==> src/design/b2d_pkg.sv <==
`default_nettype none

package b2d_pkg;

   localparam int unsigned DIGITS     = 5;
   localparam int unsigned PLACE_W    = $clog2(DIGITS);
   localparam int unsigned VALUE_W    = 16;
   localparam int unsigned WIDE_W     = VALUE_W + 1;
   localparam int unsigned DIGIT_W    = 4;
   localparam int unsigned CHAR_W     = 6;

   typedef logic [PLACE_W-1:0] place_type;
   typedef logic [DIGIT_W-1:0] digit_type;
   typedef logic [CHAR_W-1:0]  char_type;

   localparam place_type LAST_PLACE = place_type'(DIGITS - 1);
   localparam char_type  CHAR_SPACE = 6'd32;
   localparam char_type  CHAR_ZERO  = 6'd48;

   // value still to be printed plus whether a nonzero digit has been seen
   typedef struct packed {
      logic [VALUE_W-1:0] rest;
      logic               shown;
   } token_type;

   function automatic logic [WIDE_W-1:0] digit_weight(input place_type place);
      logic [WIDE_W-1:0] w;
      unique case (place)
         3'd0:    w = 17'd10000;
         3'd1:    w = 17'd1000;
         3'd2:    w = 17'd100;
         3'd3:    w = 17'd10;
         default: w = 17'd1;
      endcase
      return w;
   endfunction

   // nine times the largest weight still fits in WIDE_W bits
   function automatic logic [WIDE_W-1:0] place_multiple(input place_type place,
                                                        input digit_type digit);
      return digit_weight(place) * {{(WIDE_W-DIGIT_W){1'b0}}, digit};
   endfunction

endpackage

`default_nettype wire

==> src/design/binary_to_decimal_blanked.sv <==
`default_nettype none

// Converts a 16-bit unsigned value into five ASCII characters, most significant
// digit first, with leading zeros shown as spaces (zero prints as four spaces and
// '0'); the fifth character carries rsp_last. The value walks down a row of five
// digit cells, one per decimal place; the cell holding the oldest value drives the
// result port and hands the remainder to its neighbor on each transfer. One
// character leaves per cycle while rsp_stall is low; the next value waits in the
// first cell and starts as soon as the previous units digit is taken. When the row
// is empty, the first character of a value is available the cycle after its input
// transfer.
module binary_to_decimal_blanked (
   input  wire logic                          clock,
   input  wire logic                          reset,
   input  wire logic                          req_valid,
   output logic                               req_stall,
   input  wire logic [b2d_pkg::VALUE_W-1:0]   req_value,
   output logic                               rsp_valid,
   input  wire logic                          rsp_stall,
   output b2d_pkg::char_type                  rsp_character,
   output logic                               rsp_last
);
   import b2d_pkg::*;

   logic      [DIGITS-1:0] valid;
   logic      [DIGITS-1:0] load;
   logic      [DIGITS-1:0] advance;
   logic      [DIGITS-1:0] emit;
   token_type              token_in   [DIGITS];
   token_type              token_next [DIGITS];
   char_type               cell_char  [DIGITS];
   logic                   take;
   logic                   req_take;

   for (genvar k = 0; k < DIGITS; k++) begin : g_cell
      b2d_cell u_cell (
         .clock      (clock),
         .reset      (reset),
         .place      (place_type'(k)),
         .load       (load[k]),
         .token_in   (token_in[k]),
         .advance    (advance[k]),
         .valid      (valid[k]),
         .token_next (token_next[k]),
         .character  (cell_char[k])
      );
   end

   // the oldest value sits furthest down the row
   always_comb begin
      logic seen;
      seen = 1'b0;
      emit = '0;
      for (int k = DIGITS - 1; k >= 0; k--) begin
         if (valid[k] && !seen) begin
            emit[k] = 1'b1;
         end
         seen = seen | valid[k];
      end
   end

   assign rsp_valid = |valid;
   assign take      = rsp_valid & ~rsp_stall;
   assign advance   = emit & {DIGITS{take}};
   assign req_stall = valid[0] & ~advance[0];
   assign req_take  = req_valid & ~req_stall;

   always_comb begin
      load[0]        = req_take;
      token_in[0]    = '{rest: req_value, shown: 1'b0};
      for (int k = 1; k < DIGITS; k++) begin
         load[k]     = advance[k-1];
         token_in[k] = token_next[k-1];
      end
   end

   always_comb begin
      rsp_character = CHAR_SPACE;
      for (int k = 0; k < DIGITS; k++) begin
         if (emit[k]) begin
            rsp_character = cell_char[k];
         end
      end
   end

   assign rsp_last = emit[DIGITS-1];

`ifndef SYNTHESIS
   a_units_is_digit: assert property (@(posedge clock) disable iff (reset)
      rsp_valid && rsp_last |-> rsp_character != CHAR_SPACE)
      else $error("units character blanked");

   a_two_values_max: assert property (@(posedge clock) disable iff (reset)
      $countones(valid) <= 2)
      else $error("more than two values in the cell row");

   a_run_contiguous: assert property (@(posedge clock) disable iff (reset)
      rsp_valid && !rsp_stall && !rsp_last |=> rsp_valid)
      else $error("character run broken before last");

   a_load_lands: assert property (@(posedge clock) disable iff (reset)
      req_valid && !req_stall |=> valid[0] && rsp_valid)
      else $error("accepted value missing from first cell");
`endif

endmodule

`default_nettype wire

==> src/design/b2d_cell.sv <==
`default_nettype none

module b2d_cell (
   input  wire logic               clock,
   input  wire logic               reset,
   input  wire b2d_pkg::place_type place,
   input  wire logic               load,
   input  wire b2d_pkg::token_type token_in,
   input  wire logic               advance,
   output logic                    valid,
   output b2d_pkg::token_type      token_next,
   output b2d_pkg::char_type       character
);
   import b2d_pkg::*;

   logic              valid_ff, valid_in;
   token_type         token_ff;
   logic [WIDE_W-1:0] rest_wide;
   logic [WIDE_W-1:0] remainder;
   digit_type         digit;
   logic              shown;

   assign valid_in = load | (valid_ff & ~advance);

   always_ff @(posedge clock) begin
      if (reset) begin
         valid_ff <= 1'b0;
      end else begin
         valid_ff <= valid_in;
      end
   end

   always_ff @(posedge clock) begin
      if (load) begin
         token_ff <= token_in;
      end
   end

   // parallel compares against the nine multiples of this place's weight
   always_comb begin
      rest_wide = {1'b0, token_ff.rest};
      digit     = '0;
      for (int d = 1; d < 10; d++) begin
         if (rest_wide >= place_multiple(place, digit_type'(d))) begin
            digit = digit_type'(d);
         end
      end
      remainder = rest_wide - place_multiple(place, digit);
      shown     = token_ff.shown | (digit != '0) | (place == LAST_PLACE);
   end

   assign valid            = valid_ff;
   assign token_next.rest  = remainder[VALUE_W-1:0];
   assign token_next.shown = shown;
   assign character        = shown ? CHAR_ZERO + {{(CHAR_W-DIGIT_W){1'b0}}, digit}
                                   : CHAR_SPACE;

endmodule

`default_nettype wire

==> config.mk <==
export PLATFORM = sky130hd
export DESIGN_NAME = binary_to_decimal_blanked
export DESIGN_NICKNAME = d
export VERILOG_FILES = /design/src/design/b2d_pkg.sv /design/src/design/binary_to_decimal_blanked.sv /design/src/design/b2d_cell.sv
export SDC_FILE = /design/constraint.sdc
export NUM_CORES = 1
export LEC_CHECK = 0
export BUFFER_PORTS_ARGS = -buffer_cell sky130_fd_sc_hd__buf_4
export CORE_ASPECT_RATIO = 0.5
export CORE_UTILIZATION = 55
export CTS_CLUSTER_DIAMETER = 80
export CTS_CLUSTER_SIZE = 8
export DETAILED_ROUTE_END_ITERATION = 8
export PLACE_DENSITY_LB_ADDON = 0.1
export SETUP_SLACK_MARGIN = 0.2
export SYNTH_ARGS = -nofsm -noshare
export SYNTH_HDL_FRONTEND = slang
export SYNTH_SLANG_ARGS = --single-unit
==> constraint.sdc <==
create_clock -name clock -period 13.4 [get_ports clock]
set_clock_uncertainty 0.15 [all_clocks]
set_input_delay 2.01 -clock clock [delete_from_list [all_inputs] [get_ports clock]]
set_output_delay 2.01 -clock clock [all_outputs]
set_load 0.02 [all_outputs]
Word level (Yosys, flattened, before mapping). Index checks and enable logic that the tools add are counted. Widths: inputs -> output; s select.

Flip-flop bits (word level): 88. Input bits: 20. Output and inout bits: 9.

Add/subtract/negate cells: 9. $mul: 4. $lt $le $gt $ge: 45. Multiplexer cells: 59. Bitwise operators: 26. Reductions and logical operators: 13.

Operator list (count): $ge 16x10->1 const B (5); $ge 16x13->1 const B (4); $ge 16x3->1 const B (4); $ge 16x7->1 const B (4); $sub 16x16->16 (4); $mux 3 (20); $mux 6 (9); $ge 16x17->1 const B (3); $ge 16x16->1 const B (3); $ge 16x4->1 const B (3); $ge 16x6->1 const B (3); $ge 16x9->1 const B (3); $mux 4 (10); $ge 16x12->1 const B (2); $ge 16x14->1 const B (2); $ge 16x15->1 const B (2); $ge 16x2->1 const B (2); $ge 16x5->1 const B (2); $add 5x5->6 const A (5); $mux 2 (10); $ge 16x1->1 const B (1); $ge 16x11->1 const B (1); $ge 16x8->1 const B (1); $reduce_bool 4->1 (4); 12 further kinds (49).

Longest topological paths before layout. Gate-level depths: netlist of run 1.

Word-level depth: 17. Mapped depth: 25.

By module. From an unflattened synthesis of run 1, not the netlist that was laid out.

Cell total of the unflattened synthesis: 3916. Area total of the unflattened synthesis: 32587.5 um^2.

Modules (own cells, without submodules): b2d_cell (g_cell[2].u_cell) (times used 1, cells an instance 774, area each 6543.8 um^2); b2d_cell (g_cell[0].u_cell) (times used 1, cells an instance 786, area each 6480.0 um^2); b2d_cell (g_cell[4].u_cell) (times used 1, cells an instance 775, area each 6480.0 um^2); b2d_cell (g_cell[1].u_cell) (times used 1, cells an instance 773, area each 6448.7 um^2); b2d_cell (g_cell[3].u_cell) (times used 1, cells an instance 760, area each 6346.1 um^2); binary_to_decimal_blanked (times used 1, cells an instance 48, area each 289.0 um^2).

Least setup slack after synthesis of run 1. Ideal clock, no wire load.

Path kind: reg-to-reg. Start point: reg g_cell[1].u_cell.token_ff (netlist bit g_cell[1].u_cell.rest_wide[6]). End point: reg g_cell[2].u_cell.token_ff (netlist bit g_cell[2].u_cell.rest_wide[15]) (data pin). Setup time: 268 ps. Arrival time: 4442 ps. Slack: 8540 ps. Cell stages (with the launch flop): 26. Path buffers: 1. Cells stage by stage: edfxtp_1 -> buf_4 -> nor2_1 -> or2_1 -> o21ai_4 -> inv_2 -> nand3_2 -> a21boi_4 -> inv_2 -> ha_1 -> inv_1 -> fa_1 -> inv_1 -> ha_1 -> a21o_1 -> a21oi_1 -> nor2b_1 -> nor2_1 -> o21bai_1 -> xnor2_1 -> ha_1 -> nor2_1 -> nor2_1 -> a31o_2 -> a211oi_1 -> xor2_1.

Word-level cells in the longest chain between the ends: 12. Elaborated cells on any way between the ends: 20.

Ends and longest elaborated chain: start: declaration (RTL line b2d_cell.sv:17) `token_type token_ff;`; start signal: assignment (RTL line b2d_cell.sv:35) `token_ff <= token_in;`; $ge 16x10->1 (RTL line b2d_cell.sv:44) `if (rest_wide >= place_multiple(place, digit_type'(d))) begin`; $mux 1 (RTL line b2d_cell.sv:44); $mux 2 (2 in a row) (RTL line b2d_cell.sv:44); $mux 3 (4 in a row) (RTL line b2d_cell.sv:44); $mux 4 (2 in a row) (RTL line b2d_cell.sv:44); $mul 7x4->11 (RTL line b2d_pkg.sv:41) `return digit_weight(place) * {{(WIDE_W-DIGIT_W){1'b0}}, digit};`; $sub 16x16->16 * (RTL line b2d_cell.sv:48) `remainder = rest_wide - place_multiple(place, digit);`; named net g_cell[1].u_cell.remainder[15] (RTL line b2d_cell.sv:19) `logic [WIDE_W-1:0] remainder;`; end signal: assignment (RTL line b2d_cell.sv:35); end: declaration (RTL line b2d_cell.sv:17).

Mark *: on every way through the listed nets, which the timed path passes. The rest lies on a longest branch. A chain may end at the register's enable or synchronous reset.

Worst setup path in the final report of run 1.
Start point: reg g_cell[0].u_cell.token_ff (netlist bit g_cell[0].u_cell.rest_wide[5]). End point: out rsp_character[4].

Word-level cells in the longest chain between the ends: 17. Elaborated cells on any way between the ends: 26.

Ends and longest elaborated chain: start: declaration (RTL line b2d_cell.sv:17); start signal: assignment (RTL line b2d_cell.sv:35); $ge 16x14->1 (RTL line b2d_cell.sv:44); $mux 1 (RTL line b2d_cell.sv:44); $mux 2 (2 in a row) (RTL line b2d_cell.sv:44); $mux 3 (4 in a row) (RTL line b2d_cell.sv:44); $mux 4 (RTL line b2d_cell.sv:44); $mux 4 * (RTL line b2d_cell.sv:44); $add 5x5->6 or $reduce_bool 4->1 (tied branches) (RTL line b2d_cell.sv:55, b2d_cell.sv:49); $mux 6 * (RTL line b2d_cell.sv:55) `assign character = shown ? CHAR_ZERO + {{(CHAR_W-DIGIT_W){1'b0}}, digit}`; $mux 6 * (5 in a row) (RTL line binary_to_decimal_blanked.sv:80) `if (emit[k]) begin`; end: declaration (RTL line binary_to_decimal_blanked.sv:20) `output b2d_pkg::char_type rsp_character,`.

Every way passes the cells marked *; elsewhere a longest branch is shown, timed or not.

==> impl_metrics.py, run 1 <==
metrics = {
    "finish": {
        "final_cell_area_um2": 7400,
        "syn2layout_area_growth_pct": 10.2,
        "drive_gt1_frac": 0.103,
        "final_net_count": 806,
        "regArea_um2": 2590,
        "multi_input_area_um2": 3830,
        "stdcell_count": 866,
        "final_core_util": 0.625,
        "nFillCells": 1015,
        "diodes": 0,
    },
    "logic_synthesis": {
        "ys_warn_count": 0,
        "ys.flop_type": "edfxtp_1",
        "yosysSeqAreaShare": 0.386,
        "synthArstFlopShare": 0,
        "syn_inst": 664,
        "synth_edf_count": 83,
        "yosysUniqueCellTypes": 75,
        "synth_area_per_cell_um2": 10.1,
        "yosysTopAreaCellShare": 0.371,
        "syn_nets": 774,
        "synth_area_leaders": "edfxtp_1 37%, ha_1 14%, fa_1 4.5%, xnor2_1 3.8%, xor2_1 3.3%",
        "synth_area_um2": 6710,
        "yosysTopAreaCell": "edfxtp_1",
        "synth_seq_cells": 88,
    },
    "timing": {
        "final-hold-violation-count": 0,
        "final_max_slew_viol_count": 0,
        "worst_pin_slew_ps": 660,
        "finalWorstSetupSlack_ps": 7920,
        "finalSetupViolCount": 0,
        "slew_headroom": 0.560,
        "timing.final.crit_share": 0.409,
        "final.setup.tns_ps": 0,
        "min_period_ps": 5480,
        "fmax_mhz": 183,
        "rsz0062_at_grt": "false",
        "hold_slack_ps": 272,
    },
    "clocking": {
        "cts_resized": 0,
        "insertion_delay_ps": 340,
        "cts_setup_buffers": 0,
        "cts_buffers": 9,
        "cts_max_path_buffers": 2,
        "cts_root_buf": "clkbuf_16",
        "postCtsHoldBufs": 0,
        "clkSinkCount": 88,
        "htreeDepth": 3,
        "cts.clk_slew.worst_paths_ps": 60,
        "tritoncts": "yes",
    },
    "worst_setup_path": {
        "rrSetupSlack_ps": 8010,
        "cp-startpoint": "g_cell[0].u_cell.rest_wide[5]",
        "rr_worst_depth": 24,
        "arrival_ps": 3320,
        "reg2reg_from": "g_cell[1].u_cell.rest_wide[11]",
        "end_kind": "output port",
        "crit_required_ps": 11240,
        "cp-start-kind": "register",
        "r2r_end": "g_cell[2].u_cell.rest_wide[15]",
        "cp-endpoint": "rsp_character[4]",
        "path_class": "reg -> out",
        "path_max_fanout": 7,
    },
    "placed_design": {
        "gp_congestion": 0.919,
        "placed_cell_area_um2": 7100,
        "portBuffers": 27,
        "post-place-ws_ps": 8010,
        "dp_hpwl_um": 10600,
        "dpl.cell_count": 850,
    },
    "routing": {
        "drt_wl_total_um": 13400,
        "drt_iter0_drc": 332,
        "drc": 0,
        "wl_per_cell_um": 15.4,
        "vias": 4976,
        "ant_nets": 0,
        "viasPerCell": 5.75,
        "drtPass1Iterations": 5,
    },
    "global_routing": {
        "grt_pass1_vias": 4696,
        "grt_pass1_wl_um": 21900,
        "grtUsageTotal": 0.225,
        "antenna_found_initial": 0,
        "gr-total-overflow": 0,
        "grt_max_degree": 18,
    },
    "power": {
        "ir_drop_mv": 0.0762,
        "total_power_mw": 1.03,
        "p_leak_nw": 2.91,
        "power_density_nw_per_um2": 139,
    },
    "run": {
        "maxCapViolations": 0,
    },
    "die": {
        "core-area_um2": 11800,
        "num_rows": 28,
        "initial_utilization": 0.567,
        "fp.dieH_um": 80.1,
        "dieArea_um2": 12700,
        "ios": 29,
        "die_width_um": 158,
    },
    "outcome": {
        "status": "complete, no violations",
    },
    "worst_hold_path": {
        "hold_path.class": "reg -> reg",
    },
}
## kinds of logic after synthesis
group / Yosys count / share of synthesized area
AND/OR/NAND/NOR: 196 / 0.151
buffers and inverters: 74 / 0.0438
adder cells (fa/ha/maj): 90 / 0.184
XOR/XNOR: 54 / 0.0704
flip-flops: 88 / 0.386
other: 1 / 0.000559
AO/OA/AOI/OAI: 161 / 0.164
## flip-flops by register name, summed over array words and instances (netlist names), named ones only
register	count
g_cell.u_cell.valid	4
g_cell.u_cell.rest_wide	80
g_cell.u_cell.token_ff	3
## cells in the final DEF, fill, tap and decap left out, types with 7 or more instances in the layout
| cell type | instances |
|---|---|
| a211oi_1 | 8 |
| a21o_1 | 14 |
| a21oi_1 | 41 |
| a31oi_1 | 8 |
| buf_4 | 31 |
| clkbuf_16 | 9 |
| edfxtp_1 | 83 |
| fa_1 | 15 |
| ha_1 | 75 |
| inv_1 | 58 |
| nand2_1 | 35 |
| nand2b_1 | 9 |
| nand3_1 | 14 |
| nor2_1 | 57 |
| nor2b_1 | 11 |
| nor3_1 | 16 |
| nor4_1 | 15 |
| o21ai_0 | 30 |
| or3_1 | 7 |
| xnor2_1 | 29 |
| xor2_1 | 25 |
## report_power, final
part	total, mW	switching, mW	internal [mW]
Clock	0.249	0.105	0.144
Sequential	0.362	0.0213	0.341
Combinational	0.416	0.231	0.185
## how the worst min path moves through the flow
stage                                             start                             to  slack (ps)  cells after the start
after global routing      g_cell[1].u_cell.rest_wide[0]  g_cell[2].u_cell.rest_wide[0]         280                      0
after floorplan           g_cell[0].u_cell.rest_wide[0]  g_cell[1].u_cell.rest_wide[0]         250                      0
after CTS                 g_cell[0].u_cell.rest_wide[2]  g_cell[1].u_cell.rest_wide[2]         270                      0
after global placement    g_cell[0].u_cell.rest_wide[1]  g_cell[1].u_cell.rest_wide[1]         250                      0
after detailed placement  g_cell[0].u_cell.rest_wide[2]  g_cell[1].u_cell.rest_wide[2]         260                      0
final                     g_cell[0].u_cell.rest_wide[2]  g_cell[1].u_cell.rest_wide[2]         270                      0
## layer usage
metal  vias up  track usage  part of all wire  wire (µm)
li1       2490            -                 -          -
met1      2357        0.291              0.45       5980
met2       119        0.392              0.49       6570
met3        10       0.0437             0.054        720
met4         0       0.0471            0.0079        106
met5         -            0                 0          0
## layout make-up
class / instances / area share
Tap cell: 165 / 0.0279
Timing Repair Buffer: 31 / 0.0315
Multi-Input combinational cell: 502 / 0.518
Sequential cell: 88 / 0.351
Inverter: 64 / 0.0325
Clock inverter: 7 / 0.00964
Clock buffer: 9 / 0.0305
## worst max-delay path, stage by stage, from the launching register on
cell	delay, ps
edfxtp_1	510
a211o_1	300
a21o_1	190
a21o_1	180
a221o_1	330
a32o_1	250
nand2_1	200
ha_1	230
a21oi_1	110
or3_1	320
o32a_1	190
buf_4	160
## Yosys cell counts (all sizes together) (3+ instances only)
cell and number:
edfxtp 83, a21boi 3, a211oi 9, nor2 58, nor3 18, o21bai 4, nand3 15, a21o 14
xor2 25, a31oi 8, a221oi 4, nor2b 11, dfxtp 5, inv 64, buf 4, nand4 5
nand2 35, o211ai 7, ha 75, or3 8, nor3b 5, xnor2 29, clkbuf 6, o21ai 35
a21oi 42, nor4 16, or2 5, nor4b 3, o31ai 3, fa 15, o31a 3, o21a 6
nand2b 9
Power figures use the tool's default switching activity.
==> run 2, diff against run 1 <==
==> constraint.sdc (replaced) <==
create_clock -name clock -period 5.7 [get_ports clock]
set_clock_uncertainty 0.15 [all_clocks]
set_input_delay 0.855 -clock clock [delete_from_list [all_inputs] [get_ports clock]]
set_output_delay 0.855 -clock clock [all_outputs]
set_load 0.02 [all_outputs]
==> run 2 against run 1 <==
  * Clock power grew 130%
  * First-iteration DRC count increased by 9.3%
  * Sequential power grew 130%
  * Total power up 140%
  * Cell count up 1.0%
  * Sequential share of layout area down 0.28 points
  * Global-route usage up 0.40 points
  * Count of clock-buffer cells in the layout grew 1
  * Cell area rose by 0.81%
  * Wire length down 0.12%
  * Die area stayed put
  * Critical path type is now reg -> reg
  * Largest cell class unchanged
  * Highest routed layer unchanged
==> impl_metrics.py, run 2 (same netlist as run 1, synthesis figures left out) <==
metrics = {
    "finish": {
        "final_cell_area_um2": 7460,
        "final_net_count": 815,
        "syn2layout_area_growth_pct": 11.1,
        "mostFrequentLayoutCells": "83 x edfxtp_1, 75 x ha_1, 58 x inv_1, 57 x nor2_1, 41 x a21oi_1",
        "nFillCells": 1013,
        "drive_gt1_frac": 0.114,
        "mostFrequentLayoutCell": "edfxtp_1",
        "diodes": 0,
        "largest_reg_flops": 80,
    },
    "worst_setup_path": {
        "cp-start-kind": "register",
        "rr_worst_depth": 20,
        "path_max_fanout": 5,
        "crit_slowest_cell": "or4_1",
        "rrSetupSlack_ps": 550,
        "end_kind": "register",
        "reg2reg_from": "g_cell[1].u_cell.rest_wide[12]",
        "path_buf_inv": 3,
        "cp_top_family": "adder cells",
        "path_class": "reg -> reg",
        "critPathMostFrequentCell": "nor2_1",
        "r2r_end": "g_cell[2].u_cell.rest_wide[15]",
        "arrival_ps": 5080,
        "path_cells": "buf_4 -> or4_1 -> a21oi_1 -> nor2_1 -> inv_1 -> fa_1 -> fa_1 -> inv_1 -> ha_1 -> a21oi_1 -> nor2b_1 -> nor2_1 -> o21bai_1 -> xnor2_1 -> ha_1 -> nor2_1 -> nor2_1 -> a31o_2 -> a211oi_1 -> xor2_1",
        "worst_path_largest_cell_delay_ps": 540,
        "crit_required_ps": 5630,
    },
    "worst_hold_path": {
        "hold_path_end": "g_cell[3].u_cell.rest_wide[0]",
        "hold_path.class": "reg -> reg",
        "min_path_cells": 0,
        "holdCritStartpoint": "g_cell[2].u_cell.rest_wide[0]",
    },
    "die": {
        "die_width_um": 158,
        "ios": 29,
        "initial_utilization": 0.567,
        "num_rows": 28,
        "fp.dieH_um": 80.1,
        "dieArea_um2": 12700,
        "core-area_um2": 11800,
    },
    "global_routing": {
        "grtUsageTotal": 0.229,
        "antenna_found_initial": 0,
        "gr-total-overflow": 0,
        "grt_pass1_wl_um": 22200,
        "grt_pass1_vias": 4766,
        "grt_max_degree": 19,
    },
    "placed_design": {
        "placed_cell_area_um2": 7110,
        "gp_congestion": 0.854,
        "portBuffers": 27,
        "dp_hpwl_um": 10400,
    },
    "power": {
        "p_leak_nw": 2.96,
        "power_density_nw_per_um2": 325,
        "ir_drop_mv": 0.171,
    },
    "timing": {
        "final_max_slew_viol_count": 0,
        "final.setup.tns_ps": 0,
        "worst_pin_slew_ps": 679,
        "finalSetupViolCount": 0,
        "timing.final.crit_share": 0.903,
        "hold_slack_ps": 267,
        "final-hold-violation-count": 0,
        "slew_headroom": 0.547,
        "rsz0062_at_grt": "false",
        "fmax_mhz": 194,
        "min_period_ps": 5150,
    },
    "clocking": {
        "cts_setup_buffers": 0,
        "postCtsHoldBufs": 0,
        "cts.clk_slew.worst_paths_ps": 60,
        "cts_root_buf": "clkbuf_16",
        "insertion_delay_ps": 340,
        "cts_resized": 0,
        "cts_max_path_buffers": 2,
        "tritoncts": "yes",
        "clkSinkCount": 88,
        "htreeDepth": 3,
        "cts_buffers": 9,
    },
    "routing": {
        "viasPerCell": 5.71,
        "wl_per_cell_um": 15.3,
        "vias": 4994,
        "drt_iter0_drc": 363,
        "drtPass1Iterations": 4,
        "drc": 0,
        "drt_wl_total_um": 13400,
        "ant_nets": 0,
    },
    "run": {
        "maxCapViolations": 0,
    },
    "outcome": {
        "status": "complete, no violations",
    },
}
==> run 2: changes by cell type in the layout (fill, tap and decap cells not counted) <==
cell,change
inv_6,-1
clkbuf_1,+1
clkinv_1,-1
buf_4,+9
clkinv_4,-1
clkinv_2,+2
==> run 2: cell type report <==
class / count / area (µm²) / share of cell area
clock buffer: 10 / 229 / 0.0307
clock inverter: 6 / 60.1 / 0.00806
inverter: 64 / 240 / 0.0322
multi-input combinational: 502 / 3830 / 0.513
sequential: 88 / 2590 / 0.348
tap: 165 / 206 / 0.0277
timing repair buffer: 40 / 300 / 0.0403
==> run 2: worst max-delay path by stage <==
| stage | startpoint | to | slack, ps | cells after the start |
|---|---|---|---|---|
| floorplan | g_cell[1].u_cell.rest_wide[6] | g_cell[2].u_cell.rest_wide[15] | 840 | 25 |
| global placement | g_cell[1].u_cell.rest_wide[11] | g_cell[2].u_cell.rest_wide[15] | 590 | 24 |
| detailed placement | g_cell[1].u_cell.rest_wide[11] | g_cell[2].u_cell.rest_wide[15] | 410 | 24 |
| CTS | g_cell[1].u_cell.rest_wide[11] | g_cell[2].u_cell.rest_wide[15] | 410 | 24 |
| global route | g_cell[1].u_cell.rest_wide[7] | g_cell[2].u_cell.rest_wide[15] | 200 | 24 |
| finish | g_cell[1].u_cell.rest_wide[12] | g_cell[2].u_cell.rest_wide[15] | 550 | 20 |
==> run 2: per-stage QoR <==
stage / cells / total power [mW] / utilization / setup WS, ps
2_1_floorplan: 664 / 1.61 / - / 840
3_3_place_gp: 852 / 1.81 / 0.601 / 594
3_5_place_dp: 852 / 1.83 / 0.601 / 410
4_1_cts: 868 / 2.42 / 0.625 / 407
5_1_grt: 875 / 2.59 / 0.630 / 205
6_report: 875 / 2.42 / 0.630 / 550
==> run 2: report_power, final <==
part	total [mW]	switching (mW)	internal (mW)
sequential	0.845	0.0447	0.801
combinational	0.994	0.554	0.441
clock	0.581	0.243	0.338
==> run 2: per-layer routing <==
metal,GRT usage,wire [µm]
met1,0.294,6220
met2,0.389,6370
met3,0.0491,516
met4,0.0673,244
met5,0,0
